[src/rtl/tonp_pkg.sv]
`timescale 1ns / 1ps
// ----------------------------------------------------------------------------
// tonp_pkg
// Shared types and byte codes for the telnet option negotiation parser.
// ----------------------------------------------------------------------------
package tonp_pkg;

	localparam logic [7:0] BYTE_IAC  = 8'd255;
	localparam logic [7:0] BYTE_DONT = 8'd254;
	localparam logic [7:0] BYTE_DO   = 8'd253;
	localparam logic [7:0] BYTE_WONT = 8'd252;
	localparam logic [7:0] BYTE_WILL = 8'd251;
	localparam logic [7:0] BYTE_SB   = 8'd250;
	localparam logic [7:0] BYTE_SE   = 8'd240;
	localparam logic [7:0] BYTE_CR   = 8'd13;
	localparam logic [7:0] BYTE_LF   = 8'd10;

	localparam logic [7:0] CODE_BINARY = 8'd0;
	localparam logic [7:0] CODE_GMCP   = 8'd201;

	localparam int LEN_W = 13;

	typedef enum logic [3:0] {
		PH_DATA,
		PH_IAC,
		PH_WILL,
		PH_WONT,
		PH_DO,
		PH_DONT,
		PH_SB,
		PH_SBDATA,
		PH_SBIAC
	} phase_t;

	typedef enum logic [1:0] {
		LE_NONE,
		LE_CR,
		LE_LF
	} line_end_t;

	typedef enum logic [2:0] {
		KIND_DATA,
		KIND_REPLY,
		KIND_SUB_BYTE,
		KIND_SUB_END,
		KIND_SUB_ABORT
	} kind_t;

	typedef struct packed {
		kind_t              kind;
		logic [7:0]         value;
		logic [7:0]         reply_verb;
		logic [LEN_W-1:0]   subneg_length;
		logic               subneg_overflow;
		logic               gmcp_accepted;
	} result_t;

endpackage

[src/rtl/tonp_in_stage.sv]
`timescale 1ns / 1ps
// ----------------------------------------------------------------------------
// tonp_in_stage
// Input register: holds one received byte until the parser consumes it.
// ----------------------------------------------------------------------------
module tonp_in_stage import tonp_pkg::*; (
	input  logic       clk,
	input  logic       arst_n,
	input  logic       s_tvalid,
	output logic       s_tready,
	input  logic [7:0] s_tdata,     // rx_byte
	input  logic       advance,
	output logic       item_valid_s1,
	output logic [7:0] item_byte_s1
);

	assign s_tready = !item_valid_s1 || advance;

	always_ff @(posedge clk or negedge arst_n) begin
		if (!arst_n) begin
			item_valid_s1 <= 1'b0;
		end else if (s_tvalid && s_tready) begin
			item_valid_s1 <= 1'b1;
		end else if (advance) begin
			item_valid_s1 <= 1'b0;
		end
	end

	always_ff @(posedge clk) begin
		if (s_tvalid && s_tready) begin
			item_byte_s1 <= s_tdata;
		end
	end

endmodule

[src/rtl/tonp_parser.sv]
`timescale 1ns / 1ps
// ----------------------------------------------------------------------------
// tonp_parser
// Parse state machine: one byte per step, gives at most one result word.
// ----------------------------------------------------------------------------
module tonp_parser import tonp_pkg::*; #(
	parameter int SUBNEG_LIMIT = 4096
) (
	input  logic       clk,
	input  logic       arst_n,
	input  logic       step,
	input  logic [7:0] rx_byte,
	input  logic [7:0] custom_option_code,
	output logic       res_valid,
	output result_t    res
);

	localparam int CW = $clog2(SUBNEG_LIMIT + 1);
	localparam logic [CW-1:0] LIMIT_C = CW'(SUBNEG_LIMIT);

	phase_t          phase_q, phase_d;
	line_end_t       le_q, le_d;
	logic [CW-1:0]   cnt_q, cnt_d;
	logic            ovf_q, ovf_d;

	logic            is_cr, is_lf, is_eol, pair_end;
	logic            room;
	line_end_t       le_mine, le_other;
	logic [31:0]     cnt_ext;
	logic [7:0]      will_verb;

	assign is_cr    = (rx_byte == BYTE_CR);
	assign is_lf    = (rx_byte == BYTE_LF);
	assign is_eol   = is_cr || is_lf;
	assign le_mine  = is_cr ? LE_CR : LE_LF;
	assign le_other = is_cr ? LE_LF : LE_CR;
	assign pair_end = is_eol && (le_q == le_other);
	assign room     = (cnt_q < LIMIT_C);
	assign cnt_ext  = 32'(cnt_q);
	assign will_verb = (rx_byte == CODE_BINARY || rx_byte == CODE_GMCP ||
		rx_byte == custom_option_code) ? BYTE_DO : BYTE_DONT;

	// next state
	always_comb begin
		phase_d = phase_q;
		le_d    = le_q;
		cnt_d   = cnt_q;
		ovf_d   = ovf_q;
		unique case (phase_q)
			PH_IAC: begin
				unique case (rx_byte)
					BYTE_WILL: phase_d = PH_WILL;
					BYTE_WONT: phase_d = PH_WONT;
					BYTE_DO:   phase_d = PH_DO;
					BYTE_DONT: phase_d = PH_DONT;
					BYTE_SB:   phase_d = PH_SB;
					default:   phase_d = PH_DATA;
				endcase
			end
			PH_WILL, PH_WONT, PH_DO, PH_DONT: begin
				phase_d = PH_DATA;
			end
			PH_SB: begin
				cnt_d   = '0;
				ovf_d   = 1'b0;
				phase_d = PH_SBDATA;
			end
			PH_SBDATA: begin
				if (rx_byte == BYTE_IAC) begin
					phase_d = PH_SBIAC;
				end else if (room) begin
					cnt_d = cnt_q + 1'b1;
				end else begin
					ovf_d = 1'b1;
				end
			end
			PH_SBIAC: begin
				if (rx_byte == BYTE_IAC) begin
					phase_d = PH_SBDATA;
					if (room) begin
						cnt_d = cnt_q + 1'b1;
					end else begin
						ovf_d = 1'b1;
					end
				end else begin
					cnt_d   = '0;
					ovf_d   = 1'b0;
					phase_d = PH_DATA;
				end
			end
			default: begin
				phase_d = PH_DATA;
				if (is_eol) begin
					le_d = pair_end ? LE_NONE : le_mine;
				end else begin
					le_d = LE_NONE;
					if (rx_byte == BYTE_IAC) begin
						phase_d = PH_IAC;
					end
				end
			end
		endcase
	end

	// result word
	always_comb begin
		res_valid           = 1'b0;
		res.kind            = KIND_DATA;
		res.value           = rx_byte;
		res.reply_verb      = '0;
		res.subneg_length   = '0;
		res.subneg_overflow = 1'b0;
		res.gmcp_accepted   = 1'b0;
		unique case (phase_q)
			PH_IAC: begin
				res_valid = (rx_byte == BYTE_IAC);
			end
			PH_WILL: begin
				res_valid         = 1'b1;
				res.kind          = KIND_REPLY;
				res.reply_verb    = will_verb;
				res.gmcp_accepted = (rx_byte == CODE_GMCP);
			end
			PH_WONT: begin
				res_valid      = 1'b1;
				res.kind       = KIND_REPLY;
				res.reply_verb = (rx_byte == custom_option_code) ? BYTE_DO : BYTE_DONT;
			end
			PH_DO, PH_DONT: begin
				res_valid      = 1'b1;
				res.kind       = KIND_REPLY;
				res.reply_verb = BYTE_WONT;
			end
			PH_SB: begin
				res_valid = 1'b0;
			end
			PH_SBDATA: begin
				res_valid = (rx_byte != BYTE_IAC) && room;
				res.kind  = KIND_SUB_BYTE;
			end
			PH_SBIAC: begin
				if (rx_byte == BYTE_IAC) begin
					res_valid = room;
					res.kind  = KIND_SUB_BYTE;
				end else begin
					res_valid           = 1'b1;
					res.kind            = (rx_byte == BYTE_SE) ? KIND_SUB_END : KIND_SUB_ABORT;
					res.value           = '0;
					res.subneg_length   = cnt_ext[LEN_W-1:0];
					res.subneg_overflow = ovf_q;
				end
			end
			default: begin
				if (is_eol) begin
					res_valid = !pair_end;
					res.value = BYTE_LF;
				end else begin
					res_valid = (rx_byte != BYTE_IAC);
				end
			end
		endcase
	end

	always_ff @(posedge clk or negedge arst_n) begin
		if (!arst_n) begin
			phase_q <= PH_DATA;
			le_q    <= LE_NONE;
			cnt_q   <= '0;
			ovf_q   <= 1'b0;
		end else if (step) begin
			phase_q <= phase_d;
			le_q    <= le_d;
			cnt_q   <= cnt_d;
			ovf_q   <= ovf_d;
		end
	end

endmodule

[src/rtl/tonp_out_reg.sv]
`timescale 1ns / 1ps
// ----------------------------------------------------------------------------
// tonp_out_reg
// Result register: holds one result word until the receiver takes it.
// ----------------------------------------------------------------------------
module tonp_out_reg import tonp_pkg::*; (
	input  logic        clk,
	input  logic        arst_n,
	input  logic        load,
	input  result_t     res,
	output logic        m_tvalid,
	input  logic        m_tready,
	output logic [31:0] m_tdata,    // value, reply_verb, subneg_length, subneg_overflow,
	                                // gmcp_accepted, zero pad
	output logic [2:0]  m_tuser     // kind
);

	result_t res_q;

	always_ff @(posedge clk or negedge arst_n) begin
		if (!arst_n) begin
			m_tvalid <= 1'b0;
		end else if (load) begin
			m_tvalid <= 1'b1;
		end else if (m_tready) begin
			m_tvalid <= 1'b0;
		end
	end

	always_ff @(posedge clk) begin
		if (load) begin
			res_q <= res;
		end
	end

	assign m_tuser = res_q.kind;
	assign m_tdata = {1'b0, res_q.gmcp_accepted, res_q.subneg_overflow,
		res_q.subneg_length, res_q.reply_verb, res_q.value};

endmodule

[src/rtl/telnet_option_negotiation_parser_unit.sv]
`timescale 1ns / 1ps
// ----------------------------------------------------------------------------
// telnet_option_negotiation_parser_unit
// Telnet receive parser: strips IAC sequences, folds line ends to LF,
// answers option negotiation commands and streams subnegotiation payload.
//
// Input stream s_*: one received byte per word in s_tdata[7:0].
// Output stream m_*: one result word; m_tuser carries the kind (data byte,
// negotiation reply, subnegotiation byte, end, abort), m_tdata the value,
// reply verb, subnegotiation length, overflow and GMCP flags.
// Bytes that produce nothing (command prefixes, dropped pairs) give no word.
// cfg_we/cfg_wdata write the custom option code; write only while idle.
// Throughput is one byte per cycle unless the result register stalls: the
// parse step is one small decode between the input register and the result
// register; each byte is registered on input and again as its result.
// When the receiver stalls the result register holds its word and the input
// register still takes one more byte; bytes without a result keep flowing.
// Asynchronous reset returns the parser to the data phase, clears the line
// end memory, subnegotiation count and flag, and the custom code to 0.
// ----------------------------------------------------------------------------
module telnet_option_negotiation_parser_unit import tonp_pkg::*; #(
	parameter int SUBNEG_LIMIT = 4096
) (
	input  logic        clk,
	input  logic        arst_n,
	input  logic        s_tvalid,
	output logic        s_tready,
	input  logic [7:0]  s_tdata,    // rx_byte
	output logic        m_tvalid,
	input  logic        m_tready,
	output logic [31:0] m_tdata,    // value, reply_verb, subneg_length, subneg_overflow,
	                                // gmcp_accepted, zero pad
	output logic [2:0]  m_tuser,    // kind
	input  logic        cfg_we,
	input  logic [7:0]  cfg_wdata
);

	logic       item_valid_s1;
	logic [7:0] item_byte_s1;
	logic       advance;
	logic       res_valid;
	result_t    res;
	logic [7:0] custom_code_q;

	always_ff @(posedge clk or negedge arst_n) begin
		if (!arst_n) begin
			custom_code_q <= '0;
		end else if (cfg_we) begin
			custom_code_q <= cfg_wdata;
		end
	end

	assign advance = item_valid_s1 && (!m_tvalid || m_tready || !res_valid);

	tonp_in_stage u_in (
		.clk           (clk),
		.arst_n        (arst_n),
		.s_tvalid      (s_tvalid),
		.s_tready      (s_tready),
		.s_tdata       (s_tdata),
		.advance       (advance),
		.item_valid_s1 (item_valid_s1),
		.item_byte_s1  (item_byte_s1)
	);

	tonp_parser #(
		.SUBNEG_LIMIT (SUBNEG_LIMIT)
	) u_parser (
		.clk                (clk),
		.arst_n             (arst_n),
		.step               (advance),
		.rx_byte            (item_byte_s1),
		.custom_option_code (custom_code_q),
		.res_valid          (res_valid),
		.res                (res)
	);

	tonp_out_reg u_out (
		.clk      (clk),
		.arst_n   (arst_n),
		.load     (advance && res_valid),
		.res      (res),
		.m_tvalid (m_tvalid),
		.m_tready (m_tready),
		.m_tdata  (m_tdata),
		.m_tuser  (m_tuser)
	);

	// a held byte is never lost while the parser is blocked
	assert property (@(posedge clk) disable iff (!arst_n)
		item_valid_s1 && !advance |=> item_valid_s1 && $stable(item_byte_s1))
		else $error("input stage dropped a byte while blocked");

	// only replies carry a verb or the gmcp flag
	assert property (@(posedge clk) disable iff (!arst_n)
		m_tvalid && (m_tuser != KIND_REPLY) |-> (m_tdata[15:8] == 8'd0) && !m_tdata[30])
		else $error("verb or gmcp flag on a non-reply word");

	// gmcp acceptance is always a DO reply for option GMCP
	assert property (@(posedge clk) disable iff (!arst_n)
		m_tvalid && m_tdata[30] |->
			(m_tuser == KIND_REPLY) && (m_tdata[7:0] == CODE_GMCP) &&
			(m_tdata[15:8] == BYTE_DO))
		else $error("gmcp flag on a wrong reply");

	// a completed result word is never overwritten while stalled
	assert property (@(posedge clk) disable iff (!arst_n)
		m_tvalid && !m_tready |-> !(advance && res_valid))
		else $error("result register loaded while stalled");

endmodule
[config.mk]
export PLATFORM = sky130hd
export DESIGN_NAME = telnet_option_negotiation_parser_unit
export DESIGN_NICKNAME = d
export VERILOG_FILES = /design/src/rtl/tonp_pkg.sv /design/src/rtl/tonp_in_stage.sv /design/src/rtl/tonp_parser.sv /design/src/rtl/tonp_out_reg.sv /design/src/rtl/telnet_option_negotiation_parser_unit.sv
export SDC_FILE = /design/constraint.sdc
export NUM_CORES = 1
export LEC_CHECK = 0
export BUFFER_PORTS_ARGS = -buffer_cell sky130_fd_sc_hd__buf_2
export CELL_PAD_IN_SITES_DETAIL_PLACEMENT = 1
export CELL_PAD_IN_SITES_GLOBAL_PLACEMENT = 2
export CORE_MARGIN = 5
export CORE_UTILIZATION = 30
export CTS_CLUSTER_DIAMETER = 50
export DETAILED_ROUTE_END_ITERATION = 10
export PLACE_DENSITY = 0.7
export SETUP_SLACK_MARGIN = 0.15
export SYNTH_ARGS = -nofsm -noshare
export SYNTH_HDL_FRONTEND = slang
export SYNTH_HIERARCHICAL = 1
export SYNTH_SLANG_ARGS = --single-unit
[constraint.sdc]
create_clock -name clk -period 10.1 [get_ports clk]
set_input_delay 0.505 -clock clk [delete_from_list [all_inputs] [get_ports clk]]
set_output_delay 0.505 -clock clk [all_outputs]
set_load 0.01 [all_outputs]
---- Yosys cells after proc, flatten, opt, wreduce, memory -nomap -nowiden ----
Index checks and enable logic that the tools add are counted.
W data, S select, Z words.
storage, ports and cells
  register bits after elaboration ......... 72
  bits of input ports ..................... 21
  output and inout port bits .............. 37
  logic and storage cells ................. 102
operators by class
  add/subtract/negate cells ............... 1
  $lt $le $gt $ge ......................... 1
  equal/unequal tests ..................... 23
  mux-type cells .......................... 34
  bitwise operators ....................... 2
  reductions and logical operators ........ 27
operators by type and width
  cell                     number
  $eq A8 B8 Y1 const B     8
  $mux W13                 3
  $pmux W13 S3             1
  $pmux W8 S3              1
  $pmux W4 S5              1
  $eq A4 B3 Y1 const B     4
  $eq A8 B4 Y1 const B     2
  $mux W8                  2
  $pmux W8 S2              1
  $pmux W3 S5              1
  $add A13 B1 Y13 const B  1
  $lt A13 B13 Y1 const B   1
  $mux W2                  6
  $mux W1                  10
  $mux W3                  3
  $pmux W3 S3              1
  $eq A4 B2 Y1 const B     2
  $eq A8 B8 Y1             1
  $logic_not A8 Y1         1
  $mux W4                  2
  $ne A8 B8 Y1 const B     1
  $reduce_or A8 Y1         1
  $reduce_or A7 Y1         1
  $logic_or A1 B1 Y1       6
  16 further kinds         27

---- Depth between registers and ports, before layout ----
  depth after elaboration ................. 13
  depth in mapped cells ................... 12

---- By module ----
The synthesis kept the hierarchy.
by module, submodules not included
  module                                 instances  cells an instance  area each (µm²)
  tonp_parser                            1          239                1,946.9
  tonp_out_reg                           1          39                 1,068.5
  telnet_option_negotiation_parser_unit  1          21                 352.8
  tonp_in_stage                          1          12                 294.0

---- Worst setup path after synthesis ----
Ideal clock, no wire load.
  path kind ............................... register to register
  start point ............................. register u_parser.phase_q[1]
  end point ............................... register u_out.res_q, in the netlist u_out/m_tdata[0], enable pin
  arrival ................................. 3.097 ns
  path slack .............................. 6.577 ns
  cell stages (with the launch flop) ...... 8
  period minus slack after synthesis ...... 3.523 ns
  cell sequence ........................... dfrtp_1 buf_2 nor3_1 xor2_1 o311ai_0 o211ai_1 nand2_1 nor2_1
on the way
  longest elaborated chain between the ends .. 7
  elaborated cells on any way between the ends .. 14
RTL lines
  what                                          line                                         text
  start, declared                               tonp_parser.sv:21                            phase_t phase_q, phase_d;
  start signal, assigned                        tonp_parser.sv:171                           phase_q <= phase_d;
  $eq A4 B2 Y1 or $eq A4 B3 Y1 (tied branches)  tonp_parser.sv:114                           unique case (phase_q)
  $reduce_or A4 Y1 (no line)                    n/a
  $pmux W1 S5 *                                 tonp_parser.sv:114
  net res_valid                                 telnet_option_negotiation_parser_unit.sv:41  logic res_valid;
  $logic_not A1 Y1                              telnet_option_negotiation_parser_unit.sv:53  assign advance = item_valid_s1 && (!m_tvalid || m_tready || !res_valid);
  $logic_or A1 B1 Y1                            telnet_option_negotiation_parser_unit.sv:53
  $logic_and A1 B1 Y1                           telnet_option_negotiation_parser_unit.sv:53
  $logic_and A1 B1 Y1 *                         telnet_option_negotiation_parser_unit.sv:81  .load (advance && res_valid),
  end signal, assigned                          tonp_out_reg.sv:32                           res_q <= res;
  end, declared                                 tonp_out_reg.sv:18                           result_t res_q;
The timed path passes the listed nets; every way through them passes the cells marked *.
A chain may end at the register's enable or synchronous reset.

---- Final worst setup path ----
  start point ............................. register u_in.item_byte_s1[0]
  end point ............................... register u_parser.cnt_q[12]
on the way
  longest elaborated chain between the ends .. 11
  elaborated cells on any way between the ends .. 20
RTL lines
  what                           line                                         text
  start, declared                tonp_in_stage.sv:14                          output logic [7:0] item_byte_s1
  start signal, assigned         tonp_in_stage.sv:31                          item_byte_s1 <= s_tdata;
  $eq A8 B4 Y1                   tonp_parser.sv:32                            assign is_cr = (rx_byte == BYTE_CR);
  $mux W2                        tonp_parser.sv:36                            assign le_other = is_cr ? LE_LF : LE_CR;
  $eq A2 B2 Y1                   tonp_parser.sv:37                            assign pair_end = is_eol && (le_q == le_other);
  $logic_and A1 B1 Y1            tonp_parser.sv:37
  $logic_not A1 Y1               tonp_parser.sv:155                           res_valid = !pair_end;
  $mux W1                        tonp_parser.sv:154                           if (is_eol) begin
  $pmux W1 S5 *                  tonp_parser.sv:114
  net res_valid                  telnet_option_negotiation_parser_unit.sv:41
  $logic_not A1 Y1 *             telnet_option_negotiation_parser_unit.sv:53
  $logic_or A1 B1 Y1 *           telnet_option_negotiation_parser_unit.sv:53
  $logic_and A1 B1 Y1 *          telnet_option_negotiation_parser_unit.sv:53
  net advance                    telnet_option_negotiation_parser_unit.sv:40  logic advance;
  $reduce_and A3 Y1 (no line) *  n/a
  end signal, assigned           tonp_parser.sv:173                           cnt_q <= cnt_d;
  end, declared                  tonp_parser.sv:23                            logic [CW-1:0] cnt_q, cnt_d;
Marks and branches as above.

==> qor.csv <==
stage,metric,value,unit
cells_and_area,area_delta_synth_final,16.7,%
cts,clk_pin_slew,0.06,ns
die,initial_core_util,30.5,%
die,die-area,0.0145,sq mm
sta,hold_slack,0.235,ns
setup_path,max_stage_delay,0.58,ns
sta,fin_skew,0.00946,ns
setup_path,cp_common_cell,o211ai_1,
die,fp-row-count,40,
cells_and_area,drive_gt1_share,27.1,%
cts,cts_tree,yes,
placement,place_ws,6.78,ns
placement,place_inst,492,
placement,dp_hpwl,6210,um
sta,post-route-period-util,32.9,%
setup_path,r2r_slack,6.78,ns
cts,cts_buffers,9,
cts,cts_max_path_buffers,2,
synthesis,yosysSeqAreaShare,54.9,%
cells_and_area,nets,378,
synthesis,syn_area_per_cell,11.8,sq um
setup_path,critPathBufInv,1,
drt,dr.first_iter.drc_count,169,
drt,post-route-drc-count,0,
drt,wl_per_cell,17.5,um
cts,hold_buffers,0,
setup_path,end_kind,flip-flop,
setup_path,r2r-start,u_in/item_byte_s1[0]$_DFFE_PP_,
sta,rsz0062_at_grt,false,
sta,period_needed,3.32,ns
setup_path,reg2reg_depth,10,
synthesis,ys_types,63,
setup_path,cp_top_family,simple AND/OR/NAND/NOR gates,
setup_path,crit_required,10.37,ns
sta,max_freq,0.301,GHz
global_route,grt_pass1_wl,14900,um
setup_path,cp_max_fo,15,
global_route,antenna_found_initial,0,
setup_path,r2r-end,u_parser/cnt_q[12]$_DFFE_PN0P_,
setup_path,arrival,3.59,ns
synthesis,synthArstFlopShare,41.7,%
setup_path,cp_cell_sequence,or3b_2 -> o22a_1 -> o311ai_0 -> o211ai_1 -> a21boi_0 -> buf_4 -> and3_1 -> o211ai_1 -> or4_1 -> a21oi_1,
cts,clk_root_buffer_cell,clkbuf_16,
job,cap_violations,0,
die,core,0.0120,sq mm
synthesis,ys_ff_latch,72,
synthesis,syn-num-nets,333,
placement,placed_area,0.00401,sq mm
die,die_y,120,um
synthesis,netlist_instances,311,
synthesis,synth_edf_count,42,
drt,drt-total-wl,8910,um
synthesis,synth_area,0.00366,sq mm
power_and_ir_drop,powerDensity,215,mW/mm^2
drt,vias_per_cell,5.26,
cts,cts_num_sinks,72,
sta,max_slew.worst_pin.slew,1.04,ns
drt,via_count,2672,
global_route,grt_max_degree,36,
sta,fin_tns_setup,0,ns
cells_and_area,fin_cells,508,
cts,clock_latency,0.34,ns
sta,max_slew_margin,30.7,%
setup_path,cpMaxStageDelayCell,or3b_2,
cts,htreeDepth,3,
sta,hold_viol,0,
placement,gp_congestion,0.838,
drt,ant_nets,0,
outcome,outcome,completed,
synthesis,yosysWarnings,6,
global_route,grt_use_total,13.2,%
cells_and_area,diodes,0,
sta,finalSetupViolCount,0,
sta,finalWorstSetupSlack,6.78,ns
cts,post_cts_buffers,0,
setup_path,cp-start-kind,flip-flop,
drt,firstDrtPassIters,4,
sta,drv_slew,0,
power_and_ir_drop,max-vdd-ir-drop,0.0755,mV
power_and_ir_drop,leakagePower,0.00173,uW
placement,io_buffers,56,
die,die-width,120,um
setup_path,critPathKind,flip-flop to flip-flop,
hold_path,hold_path_class,primary input to asynchronous set/reset pin,
cells_and_area,fin_area,0.00427,sq mm
global_route,grt_pass1_vias,2767,
synthesis,synth_ff_type,edfxtp_1,
die,ioPinCount,58,
cts,post_cts_resized,0,
global_route,grt-ovfl-total,0,
## area by class of cell
type | instances | area (sq um)
Clock buffer | 15 | 258
Clock inverter | 1 | 7.51
Fill cell | 1340 | 7740
Inverter | 8 | 30.0
Multi-Input combinational cell | 205 | 1470
Sequential cell | 72 | 2010
Tap cell | 147 | 184
Timing Repair Buffer | 60 | 310
## how the worst max path moves through the flow
stage	from	end	cells after the start
CTS	u_in/item_byte_s1[0]$_DFFE_PP_	u_parser/cnt_q[12]$_DFFE_PN0P_	10
finish	u_in/item_byte_s1[0]$_DFFE_PP_	u_parser/cnt_q[12]$_DFFE_PN0P_	10
global placement	u_in/item_byte_s1[0]$_DFFE_PP_	u_parser/cnt_q[12]$_DFFE_PN0P_	10
floorplan	u_parser/phase_q[1]$_DFFE_PN0P_	u_out/m_tdata[0]$_DFFE_PP_	7
global route	u_in/item_byte_s1[0]$_DFFE_PP_	u_parser/cnt_q[12]$_DFFE_PN0P_	10
detailed placement	u_in/item_byte_s1[0]$_DFFE_PP_	u_parser/cnt_q[12]$_DFFE_PN0P_	10
## cells by family after synthesis
logic type	synth area share (%)
and+or+nand+nor	19.0
adders and majority gates	0.342
muxes	3.89
other	0.102
xor gates and xnor gates	2.39
DFF	54.9
buffers and inverters	5.06
AOI/OAI and AO/OA	14.3
## cell usage after synthesis, types with 8 or more instances
master / instances / share of area, %
mux2_4: 8 / 3.3
edfxtp_1: 42 / 34
a21oi_1: 20 / 2.7
o31ai_1: 9 / 1.8
nor2_1: 11 / 1.1
and3_1: 14 / 2.4
nand2_1: 12 / 1.2
xnor2_1: 9 / 2.2
o21ai_0: 10 / 1.4
a21o_1: 8 / 1.6
buf_4: 9 / 1.8
nand4_1: 8 / 1.4
clkbuf_1: 8 / 0.82
dfrtp_1: 30 / 20
or4_1: 11 / 2.3
inv_1: 8 / 0.82
## metal layers
layer	share of wire [%]	GRT usage, %
met5	0	0
met2	47	21.0
met3	4.8	3.88
met4	1.7	4.89
met1	46	16.9
## power breakdown
part           internal [uW]  switching, uW
logic                   79.2            120
registers                393           40.1
clock network            173            113
total                    646            274
## flip-flops by register name (all words and copies together) (netlist names)
name,count
custom_code_q,8
u_in/item_byte_s1,8
u_in/item_valid_s1,1
u_out/m_tdata,31
u_out/m_tuser,3
u_out/m_tvalid,1
u_parser/cnt_q,13
u_parser/le_q,2
u_parser/ovf_q,1
u_parser/phase_q,4
## placed cells by master, fill, tap and decap left out, types with 3 or more instances in the layout
cell type / netlist / final
nand4_1: 8 / 8
buf_4: 9 / 4
nor2b_1: 3 / 3
a31oi_1: 5 / 5
inv_1: 8 / 8
buf_2: 6 / 56
dfrtp_1: 30 / 30
o31ai_1: 9 / 9
nand2_1: 12 / 12
a21o_1: 8 / 8
o21ai_0: 10 / 10
edfxtp_1: 42 / 42
and3_1: 14 / 14
clkbuf_16: 0 / 9
nor3_1: 4 / 4
nor2_1: 11 / 10
or4_1: 11 / 11
nand3_1: 6 / 6
clkbuf_1: 8 / 5
a21oi_1: 20 / 20
mux2_4: 8 / 8
xnor2_1: 9 / 9
and4b_1: 3 / 3
o22ai_1: 4 / 4
o211ai_1: 6 / 6
nand2b_1: 5 / 5
## metrics by stage
stage | util, % | total power, uW
after global routing | 35.6 | 975
after floorplan | - | 557
after CTS | 35.6 | 939
after global placement | 33.4 | 639
after detailed placement | 33.4 | 645
final | 35.6 | 919
Power figures use the tool's default switching activity.
